$ cat src/rtl/core/alt_landmark_lower_bound_macros.svh
// Assertion macros shared by the landmark lower-bound RTL.
`ifndef ALT_LANDMARK_LOWER_BOUND_MACROS_SVH
`define ALT_LANDMARK_LOWER_BOUND_MACROS_SVH

// Both macros sample on i_clk and are off while i_rst_n is low.
// Same-cycle implication.
`define ALB_ASSERT_IMP(label, ante, cons, msg) \
    label: assert property (@(posedge i_clk) disable iff (!i_rst_n) (ante) |-> (cons)) \
        else $error(msg);

// Next-cycle implication.
`define ALB_ASSERT_NXT(label, ante, cons, msg) \
    label: assert property (@(posedge i_clk) disable iff (!i_rst_n) (ante) |=> (cons)) \
        else $error(msg);

`endif

$ cat src/rtl/core/alb_pkg.sv
// Package: sizes, codes, state type and interface structs of the lower-bound engine.
`timescale 1ns / 1ps
package alb_pkg;

    localparam int VERTEX_COUNT = 1024;
    localparam int LANDMARK_MAX = 16;
    localparam int GROUP_MAX    = 256;
    localparam int DIST_BITS    = 16;

    localparam int VTX_BITS   = $clog2(VERTEX_COUNT);
    localparam int LM_BITS    = $clog2(LANDMARK_MAX);
    localparam int POS_BITS   = $clog2(GROUP_MAX);
    localparam int VADDR_BITS = VTX_BITS + LM_BITS;
    localparam int GADDR_BITS = LM_BITS + POS_BITS;

    // Config register widths.
    localparam int LMC_BITS = 5;
    localparam int GSZ_BITS = 9;

    localparam int APB_ADDR_BITS = 3;
    localparam int APB_DATA_BITS = 32;

    // Register select bit of paddr (word index).
    localparam logic REG_LANDMARK_COUNT = 1'b0;
    localparam logic REG_GROUP_SIZE     = 1'b1;

    typedef enum logic [1:0] {
        MODE_WR_VERTEX = 2'd0,
        MODE_WR_GROUP  = 2'd1,
        MODE_PAIR      = 2'd2,
        MODE_GROUP     = 2'd3
    } t_mode;

    typedef enum logic [3:0] {
        S_IDLE,
        S_PA,    // read dist(a, l)
        S_PB,    // read dist(b, l)
        S_PD,    // pair gap
        S_GA,    // read dist(a, l) and last list entry
        S_GB,    // read first list entry
        S_GC,    // end checks
        S_GM,    // search step: issue mid read or finish
        S_GW,    // search step: narrow bounds, or finish on an exact hit
        S_DONE
    } t_state;

    typedef struct packed {
        logic [LMC_BITS-1:0] landmark_count;
        logic [GSZ_BITS-1:0] group_size;
    } t_cfg;

    typedef struct packed {
        logic                  we;
        logic                  re;
        logic [VADDR_BITS-1:0] addr;
        logic [DIST_BITS-1:0]  wdata;
    } t_vreq;

    typedef struct packed {
        logic                  we;
        logic                  re;
        logic [GADDR_BITS-1:0] addr;
        logic [DIST_BITS-1:0]  wdata;
    } t_greq;

endpackage

$ cat src/rtl/core/alb_regs.sv
// APB configuration registers: landmark count and group size.
`timescale 1ns / 1ps
module alb_regs (
    input  logic                               i_clk,
    input  logic                               i_rst_n,
    input  logic                               psel,
    input  logic                               penable,
    input  logic                               pwrite,
    input  logic [alb_pkg::APB_ADDR_BITS-1:0]  paddr,
    input  logic [alb_pkg::APB_DATA_BITS-1:0]  pwdata,
    output logic [alb_pkg::APB_DATA_BITS-1:0]  prdata,
    output logic                               pready,
    output alb_pkg::t_cfg                      o_cfg
);
    import alb_pkg::*;

    logic [LMC_BITS-1:0] r_landmark_count;
    logic [GSZ_BITS-1:0] r_group_size;
    logic                wr;

    assign pready = 1'b1;
    assign wr     = psel & penable & pwrite & pready;

    always_ff @(posedge i_clk) begin
        if (!i_rst_n) begin
            r_landmark_count <= LMC_BITS'(1);
            r_group_size     <= GSZ_BITS'(1);
        end else if (wr) begin
            case (paddr[2])
                REG_LANDMARK_COUNT: r_landmark_count <= pwdata[LMC_BITS-1:0];
                REG_GROUP_SIZE:     r_group_size     <= pwdata[GSZ_BITS-1:0];
                default: ;
            endcase
        end
    end

    always_comb begin
        case (paddr[2])
            REG_LANDMARK_COUNT:
                prdata = {{(APB_DATA_BITS-LMC_BITS){1'b0}}, r_landmark_count};
            REG_GROUP_SIZE:
                prdata = {{(APB_DATA_BITS-GSZ_BITS){1'b0}}, r_group_size};
            default:
                prdata = '0;
        endcase
    end

    assign o_cfg.landmark_count = r_landmark_count;
    assign o_cfg.group_size     = r_group_size;

endmodule

$ cat config.mk
export PLATFORM = sky130hd
export DESIGN_NAME = alb_regs
export DESIGN_NICKNAME = d
export VERILOG_FILES = /design/src/rtl/core/alt_landmark_lower_bound_macros.svh /design/src/rtl/core/alb_pkg.sv /design/src/rtl/core/alb_regs.sv
export SDC_FILE = /design/constraint.sdc
export NUM_CORES = 1
export LEC_CHECK = 0
export ABC_CLOCK_PERIOD_IN_PS = 2150
export BUFFER_PORTS_ARGS = -buffer_cell sky130_fd_sc_hd__buf_2
export CORE_ASPECT_RATIO = 1.2
export CORE_MARGIN = 2
export CORE_UTILIZATION = 38
export CTS_CLUSTER_SIZE = 40
export DETAILED_ROUTE_END_ITERATION = 16
export GPL_ROUTABILITY_DRIVEN = 0
export PLACE_DENSITY_LB_ADDON = 0.3
export SLEW_MARGIN = 20
export SYNTH_ARGS = -nofsm -noshare
export SYNTH_HDL_FRONTEND = slang
export SYNTH_SLANG_ARGS = --single-unit
$ cat constraint.sdc
create_clock -name i_clk -period 2.15 [get_ports i_clk]
set_input_delay 0.5375 -clock i_clk [delete_from_list [all_inputs] [get_ports i_clk]]
set_output_delay 0.5375 -clock i_clk [all_outputs]
set_load 0.005 [all_outputs]
==> results.txt <==
- Pwr Density: approximately 490 mW/mm^2
- The number of hold buffers added after CTS was 0.
- The share of the Yosys chip area taken by registers is approximately 32%.
- Maximum capacitance violations: 0
- Count of routing violations after the opening detailed-route iteration: 6
* Crit-path max cell delay: ~0.36 ns
* Cell chain of the critical path: buf_2, mux2_2, buf_2
* Max-slew violations: 0
- Summed over all cells, the static leakage comes to about 0.54 nW.
- Arr. time, crit path: roughly 1.2 ns
- Entering global routing, the biggest net connects 24 pins.
* H-tree depth: 1
* Proportion of layout cells with a drive suffix above 1: 40.48%
- Ys Warns: 0
- The design draws roughly 0.48 mW.
- Derived from the worst setup path, the maximum achievable clock frequency is between 0.5 and 0.6 GHz.
- Quantity of gates resized following cts: 0
- Clk slew on worst S/H paths: around 0.08 ns
- Maximum clock path buffer count: 2
- The detail route stage leaves a number of antenna-violating nets equal to 0.
- Before antenna repair, the detailed router went through 4 iterations.
* Cell taking the most area after synthesis: dfxtp_1
- In this run the count of I/O pins placed on the die edge is a little under 90.
- Setup slack after layout: about 0.37 ns
- At the later pin of the worst-skew pair, clock insertion delay measures roughly 0.27 ns.
- Setup violations remaining at the end of the flow were counted as 0.
- Counting every instance in the synthesized netlist gives 92.
- Measured along the y axis, the die boundary spans 56.25 um.
- Clock tree synthesis selected as its root buffer the cell clkbuf_4.
* Capturing element type of the critical path: output port
- Reg-to-reg setup timing slack: 1.53 ns
- Hold Path Origin: r_group_size[6]
- Final core area utilization: between 40 and 50%
* Final Hold Fails: 0
* Cell with the largest stage delay on the worst path: mux2_2
- The clock arrives with 0 ns of skew.
* Outcome: finished clean
- In this run the critical register-to-register path is captured at r_landmark_count[1].
- VDD sags by at most ~0.22 mV.
* Core Area: around 0.0021 sq mm
- In the final routed layout, each cell accounts on average for just under 10 um.
- Along the worst path, the maximum fanout reaches 11.
* Number of antenna diodes: 0
- Worst hold path cell count: 2
- RSZ-0062 raised after global routing: no
* Fin Setup TNS: 0 ns
* Beginning of the worst register-to-register path: r_landmark_count[1]
- STA classifies the critical path startpoint as an input port.
- Row count: 18
* Area delta synth->final: 12.30%
- Clock buffers created by TritonCTS: 3
- Synthesis-stage register bit count: 14
* CTS tree: built
- The worst hold path terminates at r_group_size[6].
* Fill cells: 235
- Worst EP required: roughly 1.6 ns
* Period Utilization, post-route: 82.79%
* Routed WL: 1.542 mm
* Width of the die: between 40 and 50 um
- Input and output buffers added on the ports amount to 37.
* Vias per Instance: ~4.2
* Placed wire-length estimate: between 1 and 1.5 mm
* Overall Global Routing Usage: between 10% and 20%
- The die covers around 0.0027 sq mm.
- Library cells used by synthesis: 13
- The library cells used most frequently in the layout, excluding fill and tap cells, are buf_2, conb_1, nand2_1.
* Area of the mapped netlist: 864.6 sq um
* Vias in the first global route: around 540
- For this block, the via count after detailed routing is between 600 and 700.
* Layout Cells excl Fill: between 150 and 200
* Mapped Avg Cell Area: between 9 and 10 sq um
* Most common cell after layout, fill and taps aside: buf_2
* Global-route wire length before repair: around 2.2 mm
- The initial utilization of the core area, before any placement, comes to between 40% and 50%.
- Classification of the worst setup path: in -> out
- The number of setup buffers added after CTS is 0.
- Number of sinks driven by the clock tree: 14
- For this run, design rule violations remaining after detail routing come to 0.
- By area the synthesized netlist is led by dfxtp_1, buf_4, mux2i_1.
- Post-synth top area share: between 30% and 40%
- Most used cell along the critical path: buf_2
- Period minus WS final: ~1.8 ns
* Worst R2R Path Depth: 2
* Number of antenna violations at the first check in global routing: 0
- Final layout net count: about 170
- At the placement stage, the worst setup path has a slack of 0.3683 ns.
- The worst hold path belongs to the class reg -> reg.
* Grt ovf: 0
- Counting tap cells, the placed design contains a total of 153 instances.
## critical path, delay by kind of cell
family	cells	cell delay, ns
multiplexers	1	0.36
buffers and inverters	2	0.34
## routing by layer
layer  global-route usage (%)  up-vias  wire length, um
li1                         -      316                -
met2                    17.95       38              760
met3                    2.251        2              130
met5                        0        -                0
met1                    13.36      293              637
met4                    5.792        0               14
## layout make-up
type                    instances  area, sq um  area share, %
repair buffers                 37        185.2          19.07
clock buffers                   3        22.52          2.320
well taps                      30        37.54          3.866
flip-flops and latches         14        280.3          28.87
multi-input cells              72        445.4          45.88
## metrics by stage
stage	hold slack (ns)	instance area, sq um
4_1_cts	0.4729	970.9
3_3_place_gp	0.4496	948.4
6_report	0.4691	970.9
5_1_grt	0.4986	970.9
2_1_floorplan	0.4595	947.2
3_5_place_dp	0.4558	948.4
## where the power goes
group | switching, mW | internal, mW
Sequential | 0.00369 | 0.265
Clock | 0.0774 | 0.0647
Combinational | 0.0372 | 0.0280
Total | 0.118 | 0.357
## Yosys cell counts
cell / n
mux2_2: 5
nand2_1: 20
buf_12: 1
nor2b_1: 3
and4_4: 1
buf_4: 24
buf_2: 2
buf_6: 1
conb_1: 2
nand4b_4: 1
mux2i_1: 14
dfxtp_1: 14
and2_2: 4
## state kept, by name, indices dropped and copies added, names as in the netlist
name / cells
r_landmark_count: 5
r_group_size: 9
## kinds of logic (layout without fill, tap and decap cells)
kind of cell | count (synthesis) | in the layout | share of synthesized area [%]
DFF | 14 | 14 | 32.42
other | 2 | 24 | 0.8686
and+or+nand+nor | 29 | 29 | 18.38
muxes | 19 | 19 | 22.72
buffers and inverters | 28 | 40 | 25.61
## worst max path at each step
stage,end,from,slack (ns),cells after the start
after global placement,prdata[3],paddr[2],0.38,3
final,prdata[4],paddr[2],0.37,3
after detailed placement,prdata[3],paddr[2],0.37,3
after CTS,prdata[4],paddr[2],0.37,3
after floorplan,prdata[0],paddr[2],0.64,2
after global routing,prdata[0],paddr[2],0.33,3
No activity file was read; power rests on OpenSTA's default activity.
