<file path="config.mk">
export PLATFORM = sky130hd
export DESIGN_NAME = alb_seq
export DESIGN_NICKNAME = d
export VERILOG_FILES = /design/src/rtl/core/alb_pkg.sv /design/src/rtl/core/alb_seq.sv
export VERILOG_INCLUDE_DIRS = /design/src /design/src/rtl/core
export SDC_FILE = /design/constraint.sdc
export NUM_CORES = 1
export LEC_CHECK = 0
export BUFFER_PORTS_ARGS = -buffer_cell sky130_fd_sc_hd__clkbuf_2
export CORE_MARGIN = 5
export CORE_UTILIZATION = 40
export DETAILED_ROUTE_END_ITERATION = 8
export GPL_ROUTABILITY_DRIVEN = 1
export PLACE_DENSITY = 0.65
export SLEW_MARGIN = 20
export SYNTH_ARGS = -nofsm -noshare
export SYNTH_HDL_FRONTEND = slang
export SYNTH_SLANG_ARGS = --single-unit
</file>
<file path="constraint.sdc">
create_clock -name i_clk -period 6.7 [get_ports i_clk]
set_input_delay 0.335 -clock i_clk [delete_from_list [all_inputs] [get_ports i_clk]]
set_output_delay 0.335 -clock i_clk [all_outputs]
set_load 0.03 [all_outputs]
</file>
<file path="src/rtl/core/alt_landmark_lower_bound_macros.svh">
// Assertion macros shared by the landmark lower-bound RTL.
`ifndef ALT_LANDMARK_LOWER_BOUND_MACROS_SVH
`define ALT_LANDMARK_LOWER_BOUND_MACROS_SVH

// Both macros sample on i_clk and are off while i_rst_n is low.
// Same-cycle implication.
`define ALB_ASSERT_IMP(label, ante, cons, msg) \
    label: assert property (@(posedge i_clk) disable iff (!i_rst_n) (ante) |-> (cons)) \
        else $error(msg);

// Next-cycle implication.
`define ALB_ASSERT_NXT(label, ante, cons, msg) \
    label: assert property (@(posedge i_clk) disable iff (!i_rst_n) (ante) |=> (cons)) \
        else $error(msg);

`endif

</file>
<file path="src/rtl/core/alb_pkg.sv">
// Package: sizes, codes, state type and interface structs of the lower-bound engine.
`timescale 1ns / 1ps
package alb_pkg;

    localparam int VERTEX_COUNT = 1024;
    localparam int LANDMARK_MAX = 16;
    localparam int GROUP_MAX    = 256;
    localparam int DIST_BITS    = 16;

    localparam int VTX_BITS   = $clog2(VERTEX_COUNT);
    localparam int LM_BITS    = $clog2(LANDMARK_MAX);
    localparam int POS_BITS   = $clog2(GROUP_MAX);
    localparam int VADDR_BITS = VTX_BITS + LM_BITS;
    localparam int GADDR_BITS = LM_BITS + POS_BITS;

    // Config register widths.
    localparam int LMC_BITS = 5;
    localparam int GSZ_BITS = 9;

    localparam int APB_ADDR_BITS = 3;
    localparam int APB_DATA_BITS = 32;

    // Register select bit of paddr (word index).
    localparam logic REG_LANDMARK_COUNT = 1'b0;
    localparam logic REG_GROUP_SIZE     = 1'b1;

    typedef enum logic [1:0] {
        MODE_WR_VERTEX = 2'd0,
        MODE_WR_GROUP  = 2'd1,
        MODE_PAIR      = 2'd2,
        MODE_GROUP     = 2'd3
    } t_mode;

    typedef enum logic [3:0] {
        S_IDLE,
        S_PA,    // read dist(a, l)
        S_PB,    // read dist(b, l)
        S_PD,    // pair gap
        S_GA,    // read dist(a, l) and last list entry
        S_GB,    // read first list entry
        S_GC,    // end checks
        S_GM,    // search step: issue mid read or finish
        S_GW,    // search step: narrow bounds, or finish on an exact hit
        S_DONE
    } t_state;

    typedef struct packed {
        logic [LMC_BITS-1:0] landmark_count;
        logic [GSZ_BITS-1:0] group_size;
    } t_cfg;

    typedef struct packed {
        logic                  we;
        logic                  re;
        logic [VADDR_BITS-1:0] addr;
        logic [DIST_BITS-1:0]  wdata;
    } t_vreq;

    typedef struct packed {
        logic                  we;
        logic                  re;
        logic [GADDR_BITS-1:0] addr;
        logic [DIST_BITS-1:0]  wdata;
    } t_greq;

endpackage

</file>
<file path="src/rtl/core/alb_seq.sv">
// Sequencer: writes, pair scan and per-landmark binary search over the two tables.
`timescale 1ns / 1ps
`include "alt_landmark_lower_bound_macros.svh"
module alb_seq (
    input  logic                           i_clk,
    input  logic                           i_rst_n,
    input  alb_pkg::t_cfg                  i_cfg,
    input  logic                           i_start,
    input  logic [1:0]                     i_mode,
    input  logic [alb_pkg::VTX_BITS-1:0]   i_vertex_a,
    input  logic [alb_pkg::VTX_BITS-1:0]   i_vertex_b,
    input  logic [alb_pkg::LM_BITS-1:0]    i_landmark,
    input  logic [alb_pkg::POS_BITS-1:0]   i_position,
    input  logic [alb_pkg::DIST_BITS-1:0]  i_value,
    input  logic [alb_pkg::DIST_BITS-1:0]  i_vdata,
    input  logic [alb_pkg::DIST_BITS-1:0]  i_gdata,
    output alb_pkg::t_vreq                 o_vreq,
    output alb_pkg::t_greq                 o_greq,
    output logic                           o_busy,
    output logic                           o_valid,
    output logic [alb_pkg::DIST_BITS-1:0]  o_estimate
);
    import alb_pkg::*;

    t_state               r_state, n_state;
    logic [VTX_BITS-1:0]  r_va, n_va;
    logic [VTX_BITS-1:0]  r_vb, n_vb;
    logic [LM_BITS-1:0]   r_i, n_i;
    logic [DIST_BITS-1:0] r_best, n_best;
    logic [DIST_BITS-1:0] r_d, n_d;
    logic [DIST_BITS-1:0] r_elo, n_elo;
    logic [DIST_BITS-1:0] r_ehi, n_ehi;
    logic [POS_BITS-1:0]  r_lo, n_lo;
    logic [POS_BITS-1:0]  r_hi, n_hi;
    logic [POS_BITS-1:0]  r_mid, n_mid;

    logic                 accept;
    logic [LMC_BITS-1:0]  lm_active;
    logic [LM_BITS-1:0]   lm_last;
    logic [POS_BITS-1:0]  g_last;
    logic [POS_BITS:0]    lo_hi_sum;
    logic [POS_BITS-1:0]  mid;
    logic                 span_open;
    logic [DIST_BITS-1:0] gap;
    logic                 gap_upd;
    logic                 step_next;
    logic [DIST_BITS-1:0] gap_lo, gap_hi;

    assign accept = i_start & (r_state == S_IDLE);

    // Active landmark count saturates at the table size; group size 0 acts as 1.
    assign lm_active = (i_cfg.landmark_count > LMC_BITS'(LANDMARK_MAX))
                     ? LMC_BITS'(LANDMARK_MAX) : i_cfg.landmark_count;
    assign lm_last   = LM_BITS'(lm_active - LMC_BITS'(1));

    always_comb begin
        if (i_cfg.group_size == '0) begin
            g_last = '0;
        end else if (i_cfg.group_size > GSZ_BITS'(GROUP_MAX)) begin
            g_last = POS_BITS'(GROUP_MAX - 1);
        end else begin
            g_last = POS_BITS'(i_cfg.group_size - GSZ_BITS'(1));
        end
    end

    assign lo_hi_sum = {1'b0, r_lo} + {1'b0, r_hi};
    assign mid       = lo_hi_sum[POS_BITS:1];
    assign span_open = (r_hi - r_lo) > POS_BITS'(1);
    assign gap_lo    = r_d - r_elo;
    assign gap_hi    = r_ehi - r_d;

    // Next state and datapath registers.
    always_comb begin
        n_state   = r_state;
        n_va      = r_va;
        n_vb      = r_vb;
        n_i       = r_i;
        n_best    = r_best;
        n_d       = r_d;
        n_elo     = r_elo;
        n_ehi     = r_ehi;
        n_lo      = r_lo;
        n_hi      = r_hi;
        n_mid     = r_mid;
        gap       = '0;
        gap_upd   = 1'b0;
        step_next = 1'b0;

        case (r_state)
            S_IDLE: begin
                if (accept && ((i_mode == MODE_PAIR) || (i_mode == MODE_GROUP))) begin
                    n_va   = i_vertex_a;
                    n_vb   = i_vertex_b;
                    n_i    = '0;
                    n_best = '0;
                    if (lm_active == '0) begin
                        n_state = S_DONE;
                    end else if (i_mode == MODE_PAIR) begin
                        n_state = S_PA;
                    end else begin
                        n_state = S_GA;
                    end
                end
            end
            S_PA: begin
                n_state = S_PB;
            end
            S_PB: begin
                n_d     = i_vdata;
                n_state = S_PD;
            end
            S_PD: begin
                gap       = (r_d >= i_vdata) ? (r_d - i_vdata) : (i_vdata - r_d);
                gap_upd   = 1'b1;
                step_next = 1'b1;
            end
            S_GA: begin
                n_state = S_GB;
            end
            S_GB: begin
                n_d     = i_vdata;
                n_ehi   = i_gdata;
                n_state = S_GC;
            end
            S_GC: begin
                if (r_d >= r_ehi) begin
                    gap       = r_d - r_ehi;
                    gap_upd   = 1'b1;
                    step_next = 1'b1;
                end else if (r_d <= i_gdata) begin
                    gap       = i_gdata - r_d;
                    gap_upd   = 1'b1;
                    step_next = 1'b1;
                end else begin
                    n_elo   = i_gdata;
                    n_lo    = '0;
                    n_hi    = g_last;
                    n_state = S_GM;
                end
            end
            S_GM: begin
                if (span_open) begin
                    n_mid   = mid;
                    n_state = S_GW;
                end else begin
                    gap       = (gap_lo < gap_hi) ? gap_lo : gap_hi;
                    gap_upd   = 1'b1;
                    step_next = 1'b1;
                end
            end
            S_GW: begin
                if (i_gdata == r_d) begin
                    // exact hit: gap zero never raises the maximum
                    step_next = 1'b1;
                end else if (i_gdata < r_d) begin
                    n_lo    = r_mid;
                    n_elo   = i_gdata;
                    n_state = S_GM;
                end else begin
                    n_hi    = r_mid;
                    n_ehi   = i_gdata;
                    n_state = S_GM;
                end
            end
            S_DONE: begin
                n_state = S_IDLE;
            end
            default: begin
                n_state = S_IDLE;
            end
        endcase

        if (gap_upd && (gap > r_best)) begin
            n_best = gap;
        end

        if (step_next) begin
            if (r_i == lm_last) begin
                n_state = S_DONE;
            end else begin
                n_i     = r_i + LM_BITS'(1);
                n_state = (r_state == S_PD) ? S_PA : S_GA;
            end
        end
    end

    // Memory requests and handshake outputs.
    always_comb begin
        o_vreq       = '0;
        o_greq       = '0;
        o_vreq.wdata = i_value;
        o_greq.wdata = i_value;
        o_vreq.addr  = {i_vertex_a, i_landmark};
        o_greq.addr  = {i_landmark, i_position};

        case (r_state)
            S_IDLE: begin
                o_vreq.we = accept && (i_mode == MODE_WR_VERTEX);
                o_greq.we = accept && (i_mode == MODE_WR_GROUP);
            end
            S_PA: begin
                o_vreq.re   = 1'b1;
                o_vreq.addr = {r_va, r_i};
            end
            S_PB: begin
                o_vreq.re   = 1'b1;
                o_vreq.addr = {r_vb, r_i};
            end
            S_GA: begin
                o_vreq.re   = 1'b1;
                o_vreq.addr = {r_va, r_i};
                o_greq.re   = 1'b1;
                o_greq.addr = {r_i, g_last};
            end
            S_GB: begin
                o_greq.re   = 1'b1;
                o_greq.addr = {r_i, POS_BITS'(0)};
            end
            S_GM: begin
                o_greq.re   = span_open;
                o_greq.addr = {r_i, mid};
            end
            default: ;
        endcase

        o_busy     = (r_state != S_IDLE);
        o_valid    = (r_state == S_DONE);
        o_estimate = r_best;
    end

    always_ff @(posedge i_clk) begin
        if (!i_rst_n) begin
            r_state <= S_IDLE;
        end else begin
            r_state <= n_state;
        end
    end

    always_ff @(posedge i_clk) begin
        r_va   <= n_va;
        r_vb   <= n_vb;
        r_i    <= n_i;
        r_best <= n_best;
        r_d    <= n_d;
        r_elo  <= n_elo;
        r_ehi  <= n_ehi;
        r_lo   <= n_lo;
        r_hi   <= n_hi;
        r_mid  <= n_mid;
    end

    `ALB_ASSERT_NXT(a_valid_pulse, o_valid, !o_valid, "result strobe longer than one cycle")
    `ALB_ASSERT_IMP(a_wr_idle, o_vreq.we || o_greq.we, r_state == S_IDLE, "table write while busy")
    `ALB_ASSERT_NXT(a_query_busy, accept && i_mode[1], o_busy, "query accepted without going busy")
    `ALB_ASSERT_NXT(a_write_fast, accept && !i_mode[1], !o_busy, "table write held the engine")
    `ALB_ASSERT_IMP(a_search_span, r_state == S_GM, r_lo < r_hi, "search bounds crossed")

endmodule

</file>
==> reports/results.tsv <==
metric	value	unit
status	complete, no violations	
latest clock arrival within the worst-skew pair	0.44	ns
crit-path max cell delay	0.52	ns
slowest CP cell	or4_1	
Max IR drop VDD	172	uV
Syn Inst Count	1386	
# fillers	2882	
Final Non-Filler Cells	1884	
Slew Viols, Final	0	
hpwl dp	29500	um
Synthesis Warnings	0	
Post-synth EDFFs	108	
die height	184	um
hold_ws	0.0749	ns
period utilization	0.948	
width of the die	184	um
final setup fails	0	
Post-synth top flop	edfxtp_1	
Worst Setup Start Kind	flop	
CTS Hold Buffers Added	0	
Area growth, synth to finish	13.0	%
Max clock buf depth	2	
diode count	0	
vias per inst	5.87	
Setup crit end kind	flop	
io pins	179	
WS Path Type	flop to flop	
commonest non-fill, non-tap cell in the layout	ha_1	
critical path peak fanout	16	
first-pass GRT wire length	56900	um
Mapped Nets	1636	
most frequent cells in the layout	ha_1 (141), inv_1 (135), clkbuf_2 (130)	
Total GRT Usage	0.212	
Hold Fails Final Rpt	0	
CP Buf/Inv Count	4	
antenna violations before repair	0	
M1 WL	17000	um
Layout Skew	0.0114	ns
minimum clock period	6.35	ns
drt total wl	36700	um
initial DRC count	1213	
drt pass-1 iters	5	
Worst Path Required	6.89	ns
Root Driver	clkbuf_16	
Power Density	191	mW/mm2
clock sink count	116	
htree depth	4	
DR top layer	met4	
CTS tree	built	
TritonCTS Buffers	17	
remaining antenna violation count	0	
DR WL met2	16200	um
Avg Inst Size Synth	8.69	um2
#FFs+latches synth	116	
Hold WC Path Type	input pin to flop	
DRC violations left	0	
Synth cell types	81	
vias after detailed routing	11051	
cell row count	63	
gpl congestion	0.993	
largest net degree at the start of global routing	25	
Critical Path AT	6.54	ns
Max-slew headroom	0.356	
Fmax	0.157	GHz
synthesized cell area	0.0120	mm2
worst slew pin tran	0.967	ns
vias in the first global route	10640	
max cap viols	0	
Starting Density	0.405	
layout cell share with drive strength beyond 1	0.156	
nets	1731	
Die Footprint	0.0337	mm2
core area	0.0297	mm2
CP delay by family, top	compound AO/OA/AOI/OAI gates	
leakage power	0.00604	uW
Worst-path clk slew	0.06	ns
IO buf count	130	
metal3 WL	2750	um
WL per Instance	19.5	um
FFs w/ async S/R, synth	0	
sequential share of the synthesized area	0.283	
Placed Cells	1851	
gr ovfl total	0	
[cells by family after synthesis]
group / Yosys count / share of synthesized area
AO/OA/AOI/OAI: 425 / 0.243
AND/OR/NAND/NOR: 378 / 0.157
buffers and inverters: 217 / 0.0796
adder cells (fa/ha/maj): 153 / 0.164
flip-flops: 116 / 0.283
XOR/XNOR: 66 / 0.0480
multiplexers: 31 / 0.0270
[state kept, by name, indices dropped and copies added (netlist names)]
name and count:
o_estimate 16, r_va 10, r_lo 8, r_elo 16, r_d 16, r_mid 8
r_vb 10, r_hi 8, r_ehi 16, r_i 4, r_state 4
[layout make-up]
type,instances,area (um2),area share
Sequential cell,116,3400,0.250
Multi-Input combinational cell,1053,7740,0.569
Tap cell,390,488,0.0359
Timing Repair Buffer,158,861,0.0633
Clock buffer,18,429,0.0315
Clock inverter,14,176,0.0130
Inverter,135,507,0.0373
[power breakdown]
part	switching [uW]	leakage, uW	internal [uW]	total [uW]
sequential	22.4	0.00104	824	846
clock	380	0.000280	588	967
combinational	502	0.00472	277	779
[final timing paths]
kind	startpoint	endpoint	slack (ns)	depth (start not counted)
max	r_d[0]	o_estimate[4]	0.35	27
min	i_vertex_b[3]	r_vb[3]	0.07	1
max reg2reg	r_d[0]	o_estimate[4]	0.35	27
min reg2reg	r_i[3]	r_i[3]	0.52	1
[timing repair]
action,CTS,global route
resized for setup,0,11
setup buffers,0,1
endpoints found under the setup margin,0,32
[synth_stat cells (all sizes together) (6+ instances only)]
master,count,share of area
a221o,7,0.0058
inv,135,0.042
ha,143,0.15
and2b,6,0.0037
a211oi,20,0.012
nand2,114,0.036
and3,10,0.0056
fa,8,0.013
nand2b,10,0.0052
a21o,38,0.024
or3,8,0.0046
buf,38,0.024
o211ai,15,0.0094
nand3,28,0.012
xnor2,39,0.028
mux2i,19,0.016
o221ai,9,0.0065
xor2,27,0.020
o21a,27,0.017
dfxtp,8,0.013
mux2,12,0.011
clkbuf,44,0.014
a221oi,6,0.0044
a32oi,7,0.0051
o21bai,17,0.011
nor3,29,0.012
a22oi,17,0.011
and2,23,0.012
a31oi,10,0.0052
nor2,76,0.024
o21ai,67,0.028
o31a,6,0.0044
nor2b,20,0.010
a2111oi,9,0.0081
a21oi,112,0.047
edfxtp,108,0.27
nand4,21,0.011
nand3b,6,0.0037
[metrics by stage]
| step | area, um2 | util | power [uW] | TNS, ns | worst slack, ns |
|---|---|---|---|---|---|
| 3_5_place_dp | 12900 | 0.435 | 1620 | 0 | 0.157 |
| 5_1_grt | 13600 | 0.458 | 2700 | -0.245 | -0.0242 |
| 6_report | 13600 | 0.458 | 2590 | 0 | 0.348 |
| 2_1_floorplan | 12000 | - | 1430 | 0 | 0.134 |
| 4_1_cts | 13500 | 0.456 | 2590 | 0 | 0.116 |
| 3_3_place_gp | 12900 | 0.435 | 1610 | 0 | 0.278 |
[metal layers]
metal,up-vias,GRT usage
met3,54,0.0362
met5,-,0
li1,5244,-
met4,0,0.0617
met2,457,0.331
met1,5296,0.303
Power figures use the tool's default switching activity.
